--- config.mk ---
export PLATFORM = sky130hd
export DESIGN_NAME = bin_tape_loader_core_flat
export DESIGN_NICKNAME = d
export VERILOG_FILES = /design/src/hw/rtl/btl_pkg.sv /design/src/hw/rtl/btl_if.sv /design/src/hw/rtl/btl_front.sv /design/src/hw/rtl/btl_queue.sv /design/src/hw/rtl/btl_back.sv /design/src/hw/rtl/bin_tape_loader_core.sv /design/src/flat_wrapper.sv
export SDC_FILE = /design/constraint.sdc
export NUM_CORES = 1
export LEC_CHECK = 0
export CAP_MARGIN = 40
export CORE_UTILIZATION = 64
export DETAILED_ROUTE_END_ITERATION = 7
export DONT_BUFFER_PORTS = 1
export PLACE_DENSITY = 0.84
export SYNTH_ARGS = -nofsm -noshare
export SYNTH_HDL_FRONTEND = slang
export SYNTH_SLANG_ARGS = --single-unit
--- constraint.sdc ---
create_clock -name clk -period 3.6 [get_ports clk]
set_input_delay 0.18 -clock clk [delete_from_list [all_inputs] [get_ports clk]]
set_output_delay 0.18 -clock clk [all_outputs]
set_load 0.1 [all_outputs]
--- src/hw/rtl/btl_pkg.sv ---
// shared types and constants for the bin tape loader
package btl_pkg;

    // frame classes handed from the front to the back
    typedef enum logic [2:0] {
        OP_NOP,
        OP_END,
        OP_FIELD,
        OP_TRAILER,
        OP_BAD,
        OP_FRAME
    } op_t;

    // word assembly phase
    typedef enum logic [2:0] {
        PH_HI_ADDR,
        PH_LO_ADDR,
        PH_HI_DATA,
        PH_LO_DATA,
        PH_WORD,
        PH_NONE
    } phase_t;

    // load status codes
    typedef enum logic [2:0] {
        ST_RUNNING,
        ST_LOADED,
        ST_BAD_FRAME,
        ST_NO_MARK,
        ST_CHECKSUM,
        ST_EARLY_END
    } status_t;

    // classified frame: op plus the low seven frame bits
    typedef struct packed {
        op_t        op;
        logic [6:0] data;
    } cmd_t;

    localparam logic [7:0] RUBOUT_CODE = 8'o377;
    localparam logic [7:0] LEADER_CODE = 8'o200;

endpackage

--- src/hw/rtl/btl_if.sv ---
// channel interfaces for tape frames and load results
interface btl_in_if;
    logic       valid;
    logic       ready;
    logic [7:0] tape_byte;
    logic       tape_end;

    modport source (output valid, tape_byte, tape_end, input ready);
    modport sink (input valid, tape_byte, tape_end, output ready);
endinterface

interface btl_out_if;
    logic        valid;
    logic        ready;
    logic        write_valid;
    logic [14:0] write_address;
    logic [11:0] write_data;
    logic        start_given;
    logic [14:0] start_address;
    logic [2:0]  status;

    modport source (output valid, write_valid, write_address, write_data, start_given,
                    start_address, status, input ready);
    modport sink (input valid, write_valid, write_address, write_data, start_given,
                  start_address, status, output ready);
endinterface

--- src/hw/rtl/btl_front.sv ---
// front end: accepts tape frames, tracks rubout and leader, classifies frames
module btl_front (
    input  logic            clk,
    input  logic            rst_n,
    btl_in_if.sink          tape_in,
    output logic            cmd_valid,
    input  logic            cmd_ready,
    output btl_pkg::cmd_t   cmd
);
    import btl_pkg::*;

    logic rubout_reg, rubout_next;
    logic leader_reg, leader_next;
    logic accept;

    assign tape_in.ready = cmd_ready;
    assign cmd_valid     = tape_in.valid;
    assign accept        = tape_in.valid && cmd_ready;

    // frame classification
    always_comb
    begin
        rubout_next = rubout_reg;
        leader_next = leader_reg;
        cmd.data    = tape_in.tape_byte[6:0];
        if (tape_in.tape_end)
        begin
            cmd.op = OP_END;
        end
        else if (tape_in.tape_byte == RUBOUT_CODE)
        begin
            cmd.op      = OP_NOP;
            rubout_next = !rubout_reg;
        end
        else if (rubout_reg)
        begin
            cmd.op = OP_NOP;
        end
        else if (tape_in.tape_byte[7:6] == 2'b11)
        begin
            cmd.op = OP_FIELD;
        end
        else if (tape_in.tape_byte == LEADER_CODE)
        begin
            cmd.op = leader_reg ? OP_NOP : OP_TRAILER;
        end
        else
        begin
            leader_next = 1'b0;
            cmd.op      = tape_in.tape_byte[7] ? OP_BAD : OP_FRAME;
        end
    end

    // tape mode state
    always_ff @(posedge clk or negedge rst_n)
    begin
        if (!rst_n)
        begin
            rubout_reg <= 1'b0;
            leader_reg <= 1'b1;
        end
        else if (accept)
        begin
            rubout_reg <= rubout_next;
            leader_reg <= leader_next;
        end
    end

endmodule

--- src/hw/rtl/btl_queue.sv ---
// two-entry queue between the front and the back
module btl_queue (
    input  logic            clk,
    input  logic            rst_n,
    input  logic            push_valid,
    output logic            push_ready,
    input  btl_pkg::cmd_t   push_data,
    output logic            pop_valid,
    input  logic            pop_ready,
    output btl_pkg::cmd_t   pop_data
);
    import btl_pkg::*;

    cmd_t       store_reg [2];
    logic       wr_ptr_reg;
    logic       rd_ptr_reg;
    logic [1:0] count_reg;
    logic       push;
    logic       pop;

    assign push_ready = (count_reg != 2'd2);
    assign pop_valid  = (count_reg != 2'd0);
    assign pop_data   = store_reg[rd_ptr_reg];
    assign push       = push_valid && push_ready;
    assign pop        = pop_valid && pop_ready;

    // entry storage
    always_ff @(posedge clk)
    begin
        if (push)
        begin
            store_reg[wr_ptr_reg] <= push_data;
        end
    end

    // pointers and fill count
    always_ff @(posedge clk or negedge rst_n)
    begin
        if (!rst_n)
        begin
            wr_ptr_reg <= 1'b0;
            rd_ptr_reg <= 1'b0;
            count_reg  <= 2'd0;
        end
        else
        begin
            if (push)
            begin
                wr_ptr_reg <= !wr_ptr_reg;
            end
            if (pop)
            begin
                rd_ptr_reg <= !rd_ptr_reg;
            end
            if (push && !pop)
            begin
                count_reg <= count_reg + 2'd1;
            end
            else if (pop && !push)
            begin
                count_reg <= count_reg - 2'd1;
            end
        end
    end

endmodule

--- src/hw/rtl/btl_back.sv ---
// back end: word assembly, checksum, memory writes and status, with result register
module btl_back (
    input  logic            clk,
    input  logic            rst_n,
    input  logic            cmd_valid,
    output logic            cmd_ready,
    input  btl_pkg::cmd_t   cmd,
    btl_out_if.source       load_out
);
    import btl_pkg::*;

    phase_t      phase_reg, phase_next;
    logic [11:0] addr_reg, addr_next;
    logic [11:0] data_reg, data_next;
    logic [11:0] sum_reg, sum_next;
    logic [2:0]  field_reg, field_next;
    logic [14:0] start_reg, start_next;
    logic        pending_reg, pending_next;
    status_t     status_reg, status_next;
    logic        wv_next;
    logic [14:0] wa_next;
    logic [11:0] wd_next;
    logic [11:0] check;
    logic [5:0]  ch;
    phase_t      ph;

    logic        out_valid_reg;
    logic        wv_reg;
    logic [14:0] wa_reg;
    logic [11:0] wd_reg;
    logic        given_reg;
    logic [14:0] saddr_reg;
    logic [2:0]  ostat_reg;
    logic        take;

    assign cmd_ready = !out_valid_reg || load_out.ready;
    assign take      = cmd_valid && cmd_ready;

    // checksum less both halves of the last word
    assign check = sum_reg - {6'd0, data_reg[5:0]} - {6'd0, data_reg[11:6]};

    // execute one classified frame
    always_comb
    begin
        phase_next   = phase_reg;
        addr_next    = addr_reg;
        data_next    = data_reg;
        sum_next     = sum_reg;
        field_next   = field_reg;
        start_next   = start_reg;
        pending_next = pending_reg;
        status_next  = status_reg;
        wv_next      = 1'b0;
        wa_next      = '0;
        wd_next      = '0;
        ch           = cmd.data[5:0];
        ph           = phase_reg;
        if (status_reg == ST_RUNNING)
        begin
            case (cmd.op)
                OP_END:     status_next = ST_EARLY_END;
                OP_FIELD:   field_next  = cmd.data[5:3];
                OP_TRAILER: status_next = (check == data_reg) ? ST_LOADED : ST_CHECKSUM;
                OP_BAD:     status_next = ST_BAD_FRAME;
                OP_FRAME:
                begin
                    sum_next = sum_reg + {5'd0, cmd.data};
                    // emit the finished word
                    if (phase_reg == PH_WORD)
                    begin
                        wv_next      = 1'b1;
                        wa_next      = {field_reg, addr_reg};
                        wd_next      = data_reg;
                        addr_next    = addr_reg + 12'd1;
                        pending_next = 1'b0;
                        ph           = PH_HI_DATA;
                    end
                    // address mark restarts the address
                    if (cmd.data[6])
                    begin
                        ph = PH_HI_ADDR;
                    end
                    unique case (ph)
                        PH_HI_ADDR:
                        begin
                            addr_next  = {ch, 6'd0};
                            phase_next = PH_LO_ADDR;
                        end
                        PH_LO_ADDR:
                        begin
                            addr_next    = {addr_reg[11:6], ch};
                            start_next   = {field_reg, addr_reg[11:6], ch};
                            pending_next = 1'b1;
                            phase_next   = PH_HI_DATA;
                        end
                        PH_HI_DATA:
                        begin
                            data_next  = {ch, 6'd0};
                            phase_next = PH_LO_DATA;
                        end
                        PH_LO_DATA:
                        begin
                            data_next  = {data_reg[11:6], ch};
                            phase_next = PH_WORD;
                        end
                        default:
                        begin
                            status_next = ST_NO_MARK;
                        end
                    endcase
                end
                default:
                begin
                end
            endcase
        end
    end

    // loader state
    always_ff @(posedge clk or negedge rst_n)
    begin
        if (!rst_n)
        begin
            phase_reg   <= PH_NONE;
            addr_reg    <= '0;
            data_reg    <= '0;
            sum_reg     <= '0;
            field_reg   <= '0;
            start_reg   <= '0;
            pending_reg <= 1'b0;
            status_reg  <= ST_RUNNING;
        end
        else if (take)
        begin
            phase_reg   <= phase_next;
            addr_reg    <= addr_next;
            data_reg    <= data_next;
            sum_reg     <= sum_next;
            field_reg   <= field_next;
            start_reg   <= start_next;
            pending_reg <= pending_next;
            status_reg  <= status_next;
        end
    end

    // result valid
    always_ff @(posedge clk or negedge rst_n)
    begin
        if (!rst_n)
        begin
            out_valid_reg <= 1'b0;
        end
        else if (cmd_ready)
        begin
            out_valid_reg <= cmd_valid;
        end
    end

    // result payload
    always_ff @(posedge clk)
    begin
        if (take)
        begin
            wv_reg    <= wv_next;
            wa_reg    <= wa_next;
            wd_reg    <= wd_next;
            given_reg <= pending_next;
            saddr_reg <= start_next;
            ostat_reg <= status_next;
        end
    end

    assign load_out.valid         = out_valid_reg;
    assign load_out.write_valid   = wv_reg;
    assign load_out.write_address = wa_reg;
    assign load_out.write_data    = wd_reg;
    assign load_out.start_given   = given_reg;
    assign load_out.start_address = saddr_reg;
    assign load_out.status        = ostat_reg;

endmodule

--- src/hw/rtl/bin_tape_loader_core.sv ---
// Loader for BIN-format paper tape: one frame per transaction in, one load result per
// transaction out. A frame is taken every clock cycle as long as the result side keeps
// up; the front classifies it in the cycle it is taken, a two-entry queue holds it, and
// the back, once it pops it from the queue, updates the loader state and fills the
// result register. The frame rate is set by the back's one state update per frame (a
// 12-bit add, the checksum subtract and compare). A result carries a memory write when
// a data word completes, the pending start address and the load status; once status
// leaves running it holds until reset.
module bin_tape_loader_core (
    input  logic      clk,
    input  logic      rst_n,
    btl_in_if.sink    tape_in,
    btl_out_if.source load_out
);
    import btl_pkg::*;

    logic front_valid, front_ready;
    cmd_t front_cmd;
    logic back_valid, back_ready;
    cmd_t back_cmd;

    // frame classification
    btl_front u_front (
        .clk       (clk),
        .rst_n     (rst_n),
        .tape_in   (tape_in),
        .cmd_valid (front_valid),
        .cmd_ready (front_ready),
        .cmd       (front_cmd)
    );

    // decoupling queue
    btl_queue u_queue (
        .clk        (clk),
        .rst_n      (rst_n),
        .push_valid (front_valid),
        .push_ready (front_ready),
        .push_data  (front_cmd),
        .pop_valid  (back_valid),
        .pop_ready  (back_ready),
        .pop_data   (back_cmd)
    );

    // loader execution
    btl_back u_back (
        .clk       (clk),
        .rst_n     (rst_n),
        .cmd_valid (back_valid),
        .cmd_ready (back_ready),
        .cmd       (back_cmd),
        .load_out  (load_out)
    );

endmodule
--- src/flat_wrapper.sv ---
// flat-port wrapper written by rule: the top's interface ports become plain ports
module bin_tape_loader_core_flat import btl_pkg::*;
  (clk, rst_n, tape_in_valid, tape_in_tape_byte, tape_in_tape_end, tape_in_ready, load_out_valid, load_out_write_valid, load_out_write_address, load_out_write_data, load_out_start_given, load_out_start_address, load_out_status, load_out_ready);
  btl_in_if tape_in_i ();
  btl_out_if load_out_i ();
  input  logic clk;
  input  logic rst_n;
  input wire logic [$bits(tape_in_i.valid)-1:0] tape_in_valid;
  input wire logic [$bits(tape_in_i.tape_byte)-1:0] tape_in_tape_byte;
  input wire logic [$bits(tape_in_i.tape_end)-1:0] tape_in_tape_end;
  output wire logic [$bits(tape_in_i.ready)-1:0] tape_in_ready;
  output wire logic [$bits(load_out_i.valid)-1:0] load_out_valid;
  output wire logic [$bits(load_out_i.write_valid)-1:0] load_out_write_valid;
  output wire logic [$bits(load_out_i.write_address)-1:0] load_out_write_address;
  output wire logic [$bits(load_out_i.write_data)-1:0] load_out_write_data;
  output wire logic [$bits(load_out_i.start_given)-1:0] load_out_start_given;
  output wire logic [$bits(load_out_i.start_address)-1:0] load_out_start_address;
  output wire logic [$bits(load_out_i.status)-1:0] load_out_status;
  input wire logic [$bits(load_out_i.ready)-1:0] load_out_ready;
  assign tape_in_i.valid = tape_in_valid;
  assign tape_in_i.tape_byte = tape_in_tape_byte;
  assign tape_in_i.tape_end = tape_in_tape_end;
  assign tape_in_ready = tape_in_i.ready;
  assign load_out_valid = load_out_i.valid;
  assign load_out_write_valid = load_out_i.write_valid;
  assign load_out_write_address = load_out_i.write_address;
  assign load_out_write_data = load_out_i.write_data;
  assign load_out_start_given = load_out_i.start_given;
  assign load_out_start_address = load_out_i.start_address;
  assign load_out_status = load_out_i.status;
  assign load_out_i.ready = load_out_ready;
  bin_tape_loader_core u_core (.clk(clk), .rst_n(rst_n), .tape_in(tape_in_i), .load_out(load_out_i));
endmodule
== After elaboration in Yosys (flattened, before gate mapping) ==
Memories as Yosys holds them, arrays and structs flattened.
Cells that the tools add are included.
Word-level totals
  bits in registers: 115
  RAM bits: 20
  input port bits: 13
  output and inout port bits: 49
  logic and storage cells: 112
  memories kept: 1
Memory list
  u_core.u_queue.store_reg: depth 2, width 10, rd ports 1, clocked after Yosys merged registers in 0, wr ports 1, line btl_queue.sv:14  | cmd_t store_reg [2];
Cells by class
  add/sub/neg operators: 6
  equal/unequal tests: 14
  mux-type cells: 31
  bitwise logic cells: 7
  reductions and logical operators: 31
Operator list (count)
  $pmux W12 S2: 2
  $mux W15: 3
  $mux W3: 12
  $pmux W3 S4: 2
  $sub A12 B6 Y12: 2
  $eq A8 B8 Y1 const B: 2
  $add A12 B1 Y12 const B: 1
  $add A12 B7 Y12: 1
  $eq A12 B12 Y1: 1
  $eq A3 B2 Y1 const B: 4
  $mux W12: 1
  $reduce_and A3 Y1: 4
  $reduce_and A4 Y1: 3
  $reduce_and A5 Y1: 2
  $eq A3 B3 Y1 const B: 3
  $mux W1: 8
  $reduce_bool A2 Y1: 4
  $not A1 Y1: 7
  $eq A3 B1 Y1 const B: 2
  $logic_not A1 Y1: 6
  $logic_not A3 Y1: 2
  $mux W2: 3
  $reduce_and A6 Y1: 1
  $logic_and A1 B1 Y1: 4
  other kinds (9): 9

== Depth between registers and ports, before layout ==
  depth in word-level cells: 10
  depth in mapped cells: 13
  depth with buffers taken out: 12

== Cells and area by module ==
Synthesis repeated with hierarchy kept, for this count alone.
Second synthesis, totals
  cells, all modules: 624
  area total of the unflattened synthesis: 6870.3 um^2
By module, submodules not included
  btl_back: times used 1, cells each 544, area each 5686.7 um^2, sequential area each 2965.3 um^2
  btl_queue: times used 1, cells each 49, area each 932.1 um^2, sequential area each 700.7 um^2
  btl_front: times used 1, cells each 31, area each 251.5 um^2, sequential area each 51.3 um^2

== Worst setup path before layout ==
OpenSTA, ideal clock, no wires.
  kind: register to register
  from: register u_core.u_back.data_reg[0]
  to: register u_core.u_back.ostat_reg[2], in the netlist u_core.u_back.load_out.status[2], data pin
  library setup time: 259 ps
  data arrival time: 2883 ps
  data required time: 3341 ps
  setup slack: 458 ps
  stages on the path, launching flop included: 13
  buffers on the path: 0
  clock period less this slack: 3142 ps
  cell sequence: dfrtp_1 inv_1 fa_1 inv_1 ha_1 or2_2 fa_1 xor2_1 nor3_1 nand4_1 nor4_1 o2111a_1 o21bai_1
On the way
  longest elaborated chain between the ends: 6
Ends and longest elaborated chain
  start, declared: line btl_back.sv:14  | logic [11:0] data_reg, data_next;
  start signal, assigned: line btl_back.sv:137  | data_reg <= data_next;
  $sub A12 B6 Y12 (2 in a row): line btl_back.sv:40  | assign check = sum_reg - {6'd0, data_reg[5:0]} - {6'd0, data_reg[11:6]};
  $eq A12 B12 Y1 (*): line btl_back.sv:63  | OP_TRAILER: status_next = (check == data_reg) ? ST_LOADED : ST_CHECKSUM;
  $mux W3 (*): line btl_back.sv:63
  $pmux W3 S4 (*): line btl_back.sv:60  | case (cmd.op)
  $mux W3 (*): line btl_back.sv:58  | if (status_reg == ST_RUNNING)
  via u_core.u_back.status_next[2]: line btl_back.sv:19  | status_t status_reg, status_next;
  end signal, assigned: line btl_back.sv:169  | ostat_reg <= status_next;
  end, declared: line btl_back.sv:33  | logic [2:0] ostat_reg;
Mark *: on every way through the listed nets, which the timed path passes. The rest lies on a longest branch.
A chain may end at the register's enable or synchronous reset.

== Worst setup path in the final report ==
  from: register u_core.u_back.data_reg[6]
  to: register u_core.u_back.ostat_reg[0], in the netlist u_core.u_back.load_out.status[0], data pin
On the way
  longest elaborated chain between the ends: 5
Ends and longest elaborated chain (line)
  $sub A12 B6 Y12: btl_back.sv:40
  $eq A12 B12 Y1 (*): btl_back.sv:63
  $mux W3 (*): btl_back.sv:63
  $pmux W3 S4 (*): btl_back.sv:60
  $mux W3 (*): btl_back.sv:58
  via u_core.u_back.status_next[0]: btl_back.sv:19
Marked as above.

==> impl_metrics.py <==
metrics = {
    "synthesis": {
        "synth_fp_nets": 625,
        "yosys.area_share.simple_pct": 14.50,
        "synth_area_leaders": "edfxtp_1 30%, dfrtp_1 24%, ha_1 3.3%, nor2_1 3.1%, xnor2_1 2.3%",
        "synth-compound-area-share_pct": 12.14,
        "syn_inst": 587,
        "avgSynthCellArea_sq_um": 11.48,
        "synth_top_cell_area_share_pct": 29.86,
        "synth_edf_count": 67,
        "syn_area_sq_um": 6739,
        "ys_seq_elements": 135,
        "async_flop_share_pct": 50.37,
        "synth.distinct_cells": 69,
        "synth_top_cell_by_area": "edfxtp_1",
        "ys_warn_count": 0,
        "yosysSeqAreaShare_pct": 55.16,
        "synth_mux_area_share_pct": 4.864,
        "synth-main-ff-cell": "edfxtp_1",
        "synth-adder-area-share_pct": 5.421,
        "synth_xor_area_share_pct": 3.862,
        "synth_top_family_by_area": "simple AND/OR/NAND/NOR gates",
    },
    "layout": {
        "fin_util_pct": 78.24,
        "largest_reg_flops": 20,
        "final_cell_mix": "67 x edfxtp_1, 65 x dfrtp_1, 56 x nor2_1",
        "final_common_cell": "edfxtp_1",
        "drive_gt1_share_pct": 15.79,
        "nets": 671,
        "area_growth_pct": 19.33,
        "design_area_sq_um": 8041,
        "n_antenna_cell": 0,
    },
    "grt": {
        "antenna_found_initial": 0,
        "track_usage_pct": 31.13,
        "grt_pass1_wl_um": 25930,
        "overflow": 0,
        "grt_pass1_vias": 5063,
        "grt_max_degree": 69,
    },
    "timing": {
        "final-hold-violation-count": 0,
        "fin_skew_ns": 0.01544,
        "fmax_mhz": 283.3,
        "min_period_ns": 3.530,
        "layout_setup_ws_ns": 0.06968,
        "relSlewSlack_pct": 40.18,
        "final-setup-viol-count": 0,
        "holdWs_ns": 0.007212,
        "drv_slew": 0,
        "finalCritPeriodShare_pct": 98.06,
        "worst_pin_slew_ns": 0.8991,
    },
    "setup_path": {
        "crit_end": "u_core.u_back.load_out.status[0]",
        "critPathRequiredTime_ns": 3.88,
        "rrSetupSlack_ns": 0.07,
        "path_cells": "inv_1, fa_1, inv_1, ha_1, or2_2, fa_1, a21oi_2, o211ai_1, xnor2_1, nor4_2, o2111a_2, a311o_1",
        "r2r-start": "u_core.u_back.data_reg[6]",
        "path_depth": 12,
        "end_kind": "register",
        "timing.rr.end": "u_core.u_back.load_out.status[0]",
        "critPathSlowestCell": "fa_1",
        "cp_top_family": "adder cells",
        "worstSetupStartpoint": "u_core.u_back.data_reg[6]",
        "crit_arrival_ns": 3.81,
        "slowest_delay_ns": 0.56,
        "worstPathMaxFanout": 3,
        "cp_num_buf_inv": 2,
        "start_kind": "register",
        "critPathKind": "register to register",
        "reg2regPathDepth": 12,
    },
    "cts": {
        "htreeDepth": 4,
        "clk-insertion-delay-late_ns": 0.54,
        "cts_sinks": 135,
        "root_buffer": "clkbuf_8",
        "clock_path_buffers": 2,
        "numCtsBuffers": 17,
        "path_clk_slew_ns": 0.07,
        "cts_tree": "built",
    },
    "run_status": {
        "status": "finished, final reports clean",
    },
    "die": {
        "dieArea_sq_um": 10940,
        "die_height_um": 104.6,
        "core-area_sq_um": 10280,
        "rows": 37,
        "fp.dieW_um": 104.6,
        "ios": 62,
        "start_util_pct": 65.57,
    },
    "place": {
        "post-place-ws_ns": 0.1989,
        "gp_congestion": 0.8906,
        "hpwl_um": 10180,
        "portBuffers": 0,
        "place_area_sq_um": 7094,
    },
    "job": {
        "drv_cap": 0,
    },
    "drt": {
        "first_iter_violations": 297,
        "drc_errors": 0,
        "viasPerCell": 6.395,
        "wl_um": 16690,
        "vias": 5001,
        "detail_route.wl_per_cell_um": 21.34,
        "antenna_left": 0,
        "drtPass1Iterations": 6,
    },
    "worst_hold_path": {
        "worst_hold_startpoint": "tape_in_tape_byte[7]",
        "holdCritPathClass": "input port to register",
    },
}
[worst min-delay path by stage]
stage	endpoint	slack, ns	cells past startpoint
2_1_floorplan	u_core.u_back.addr_reg[0]	-0.12	0
3_5_place_dp	u_core.u_front.rubout_reg	-0.11	0
4_1_cts	u_core.u_queue.store_reg[1][7]	0.0001	2
3_3_place_gp	u_core.u_front.rubout_reg	-0.11	0
5_1_grt	u_core.u_queue.store_reg[1][7]	0.01	2
6_report	u_core.u_queue.store_reg[0][7]	0.007	2
[kinds of logic (layout without fill, tap and decap cells)]
group / count (synthesis) / in the layout
xor gates and xnor gates: 28 / 28
and+or+nand+nor: 189 / 189
adders and majority gates: 25 / 25
DFF: 135 / 135
AOI/OAI and AO/OA: 124 / 124
muxes: 29 / 29
buffers and inverters: 57 / 116
[through the flow]
step,instances,TNS (ns)
floorplan,587,0
global placement,716,0
detailed placement,726,0
CTS,772,0
global route,782,-0.03546
finish,782,0
[cell type report]
cell class	count	area, sq um
tap	136	170.2
fill	577	2236
timing repair buffer	48	663.1
sequential	135	3717
clock inverter	15	181.4
inverter	36	135.1
clock buffer	17	414.1
multi-input combinational	395	2760
[Yosys cell counts (3+ instances only)]
| master | count |
|---|---|
| edfxtp_1 | 67 |
| dfrtp_1 | 65 |
| nor2_1 | 56 |
| nand2_1 | 41 |
| inv_1 | 36 |
| a21oi_1 | 30 |
| o21ai_0 | 29 |
| and2_1 | 18 |
| ha_1 | 18 |
| xnor2_1 | 18 |
| nand3_1 | 16 |
| mux2_2 | 13 |
| o21ai_1 | 10 |
| xor2_1 | 9 |
| mux2i_1 | 8 |
| o31ai_1 | 8 |
| a22o_1 | 7 |
| and3_1 | 7 |
| clkbuf_1 | 7 |
| fa_1 | 7 |
| mux2_1 | 7 |
| buf_6 | 6 |
| a21o_1 | 5 |
| nand4_1 | 5 |
| nor4_1 | 5 |
| o32a_1 | 5 |
| o32ai_1 | 5 |
| or4_1 | 5 |
| a21boi_0 | 4 |
| buf_2 | 4 |
| nand2b_1 | 4 |
| nor3_1 | 4 |
| or2_2 | 4 |
| a311o_1 | 3 |
| dfstp_2 | 3 |
| nor2b_1 | 3 |
| o21bai_1 | 3 |
[routing by layer]
metal  vias to the layer above  global-route usage (%)  routed length (um)
met4                         0                   12.88                 661
met1                      2490                   38.56                6403
met3                        53                   7.236                1118
met5                         -                       0                   0
li1                       2212                       -                   -
met2                       246                   52.84                8504
[repair_timing]
action                     CTS  global route
hold endpoints to repair    90             0
gates resized for setup      0             3
buffers inserted             0             4
setup endpoints to repair    0             3
hold buffers                14             0
Power is not shown: default switching activity piles up to over one toggle a cycle in this logic, so the estimate is an artifact.
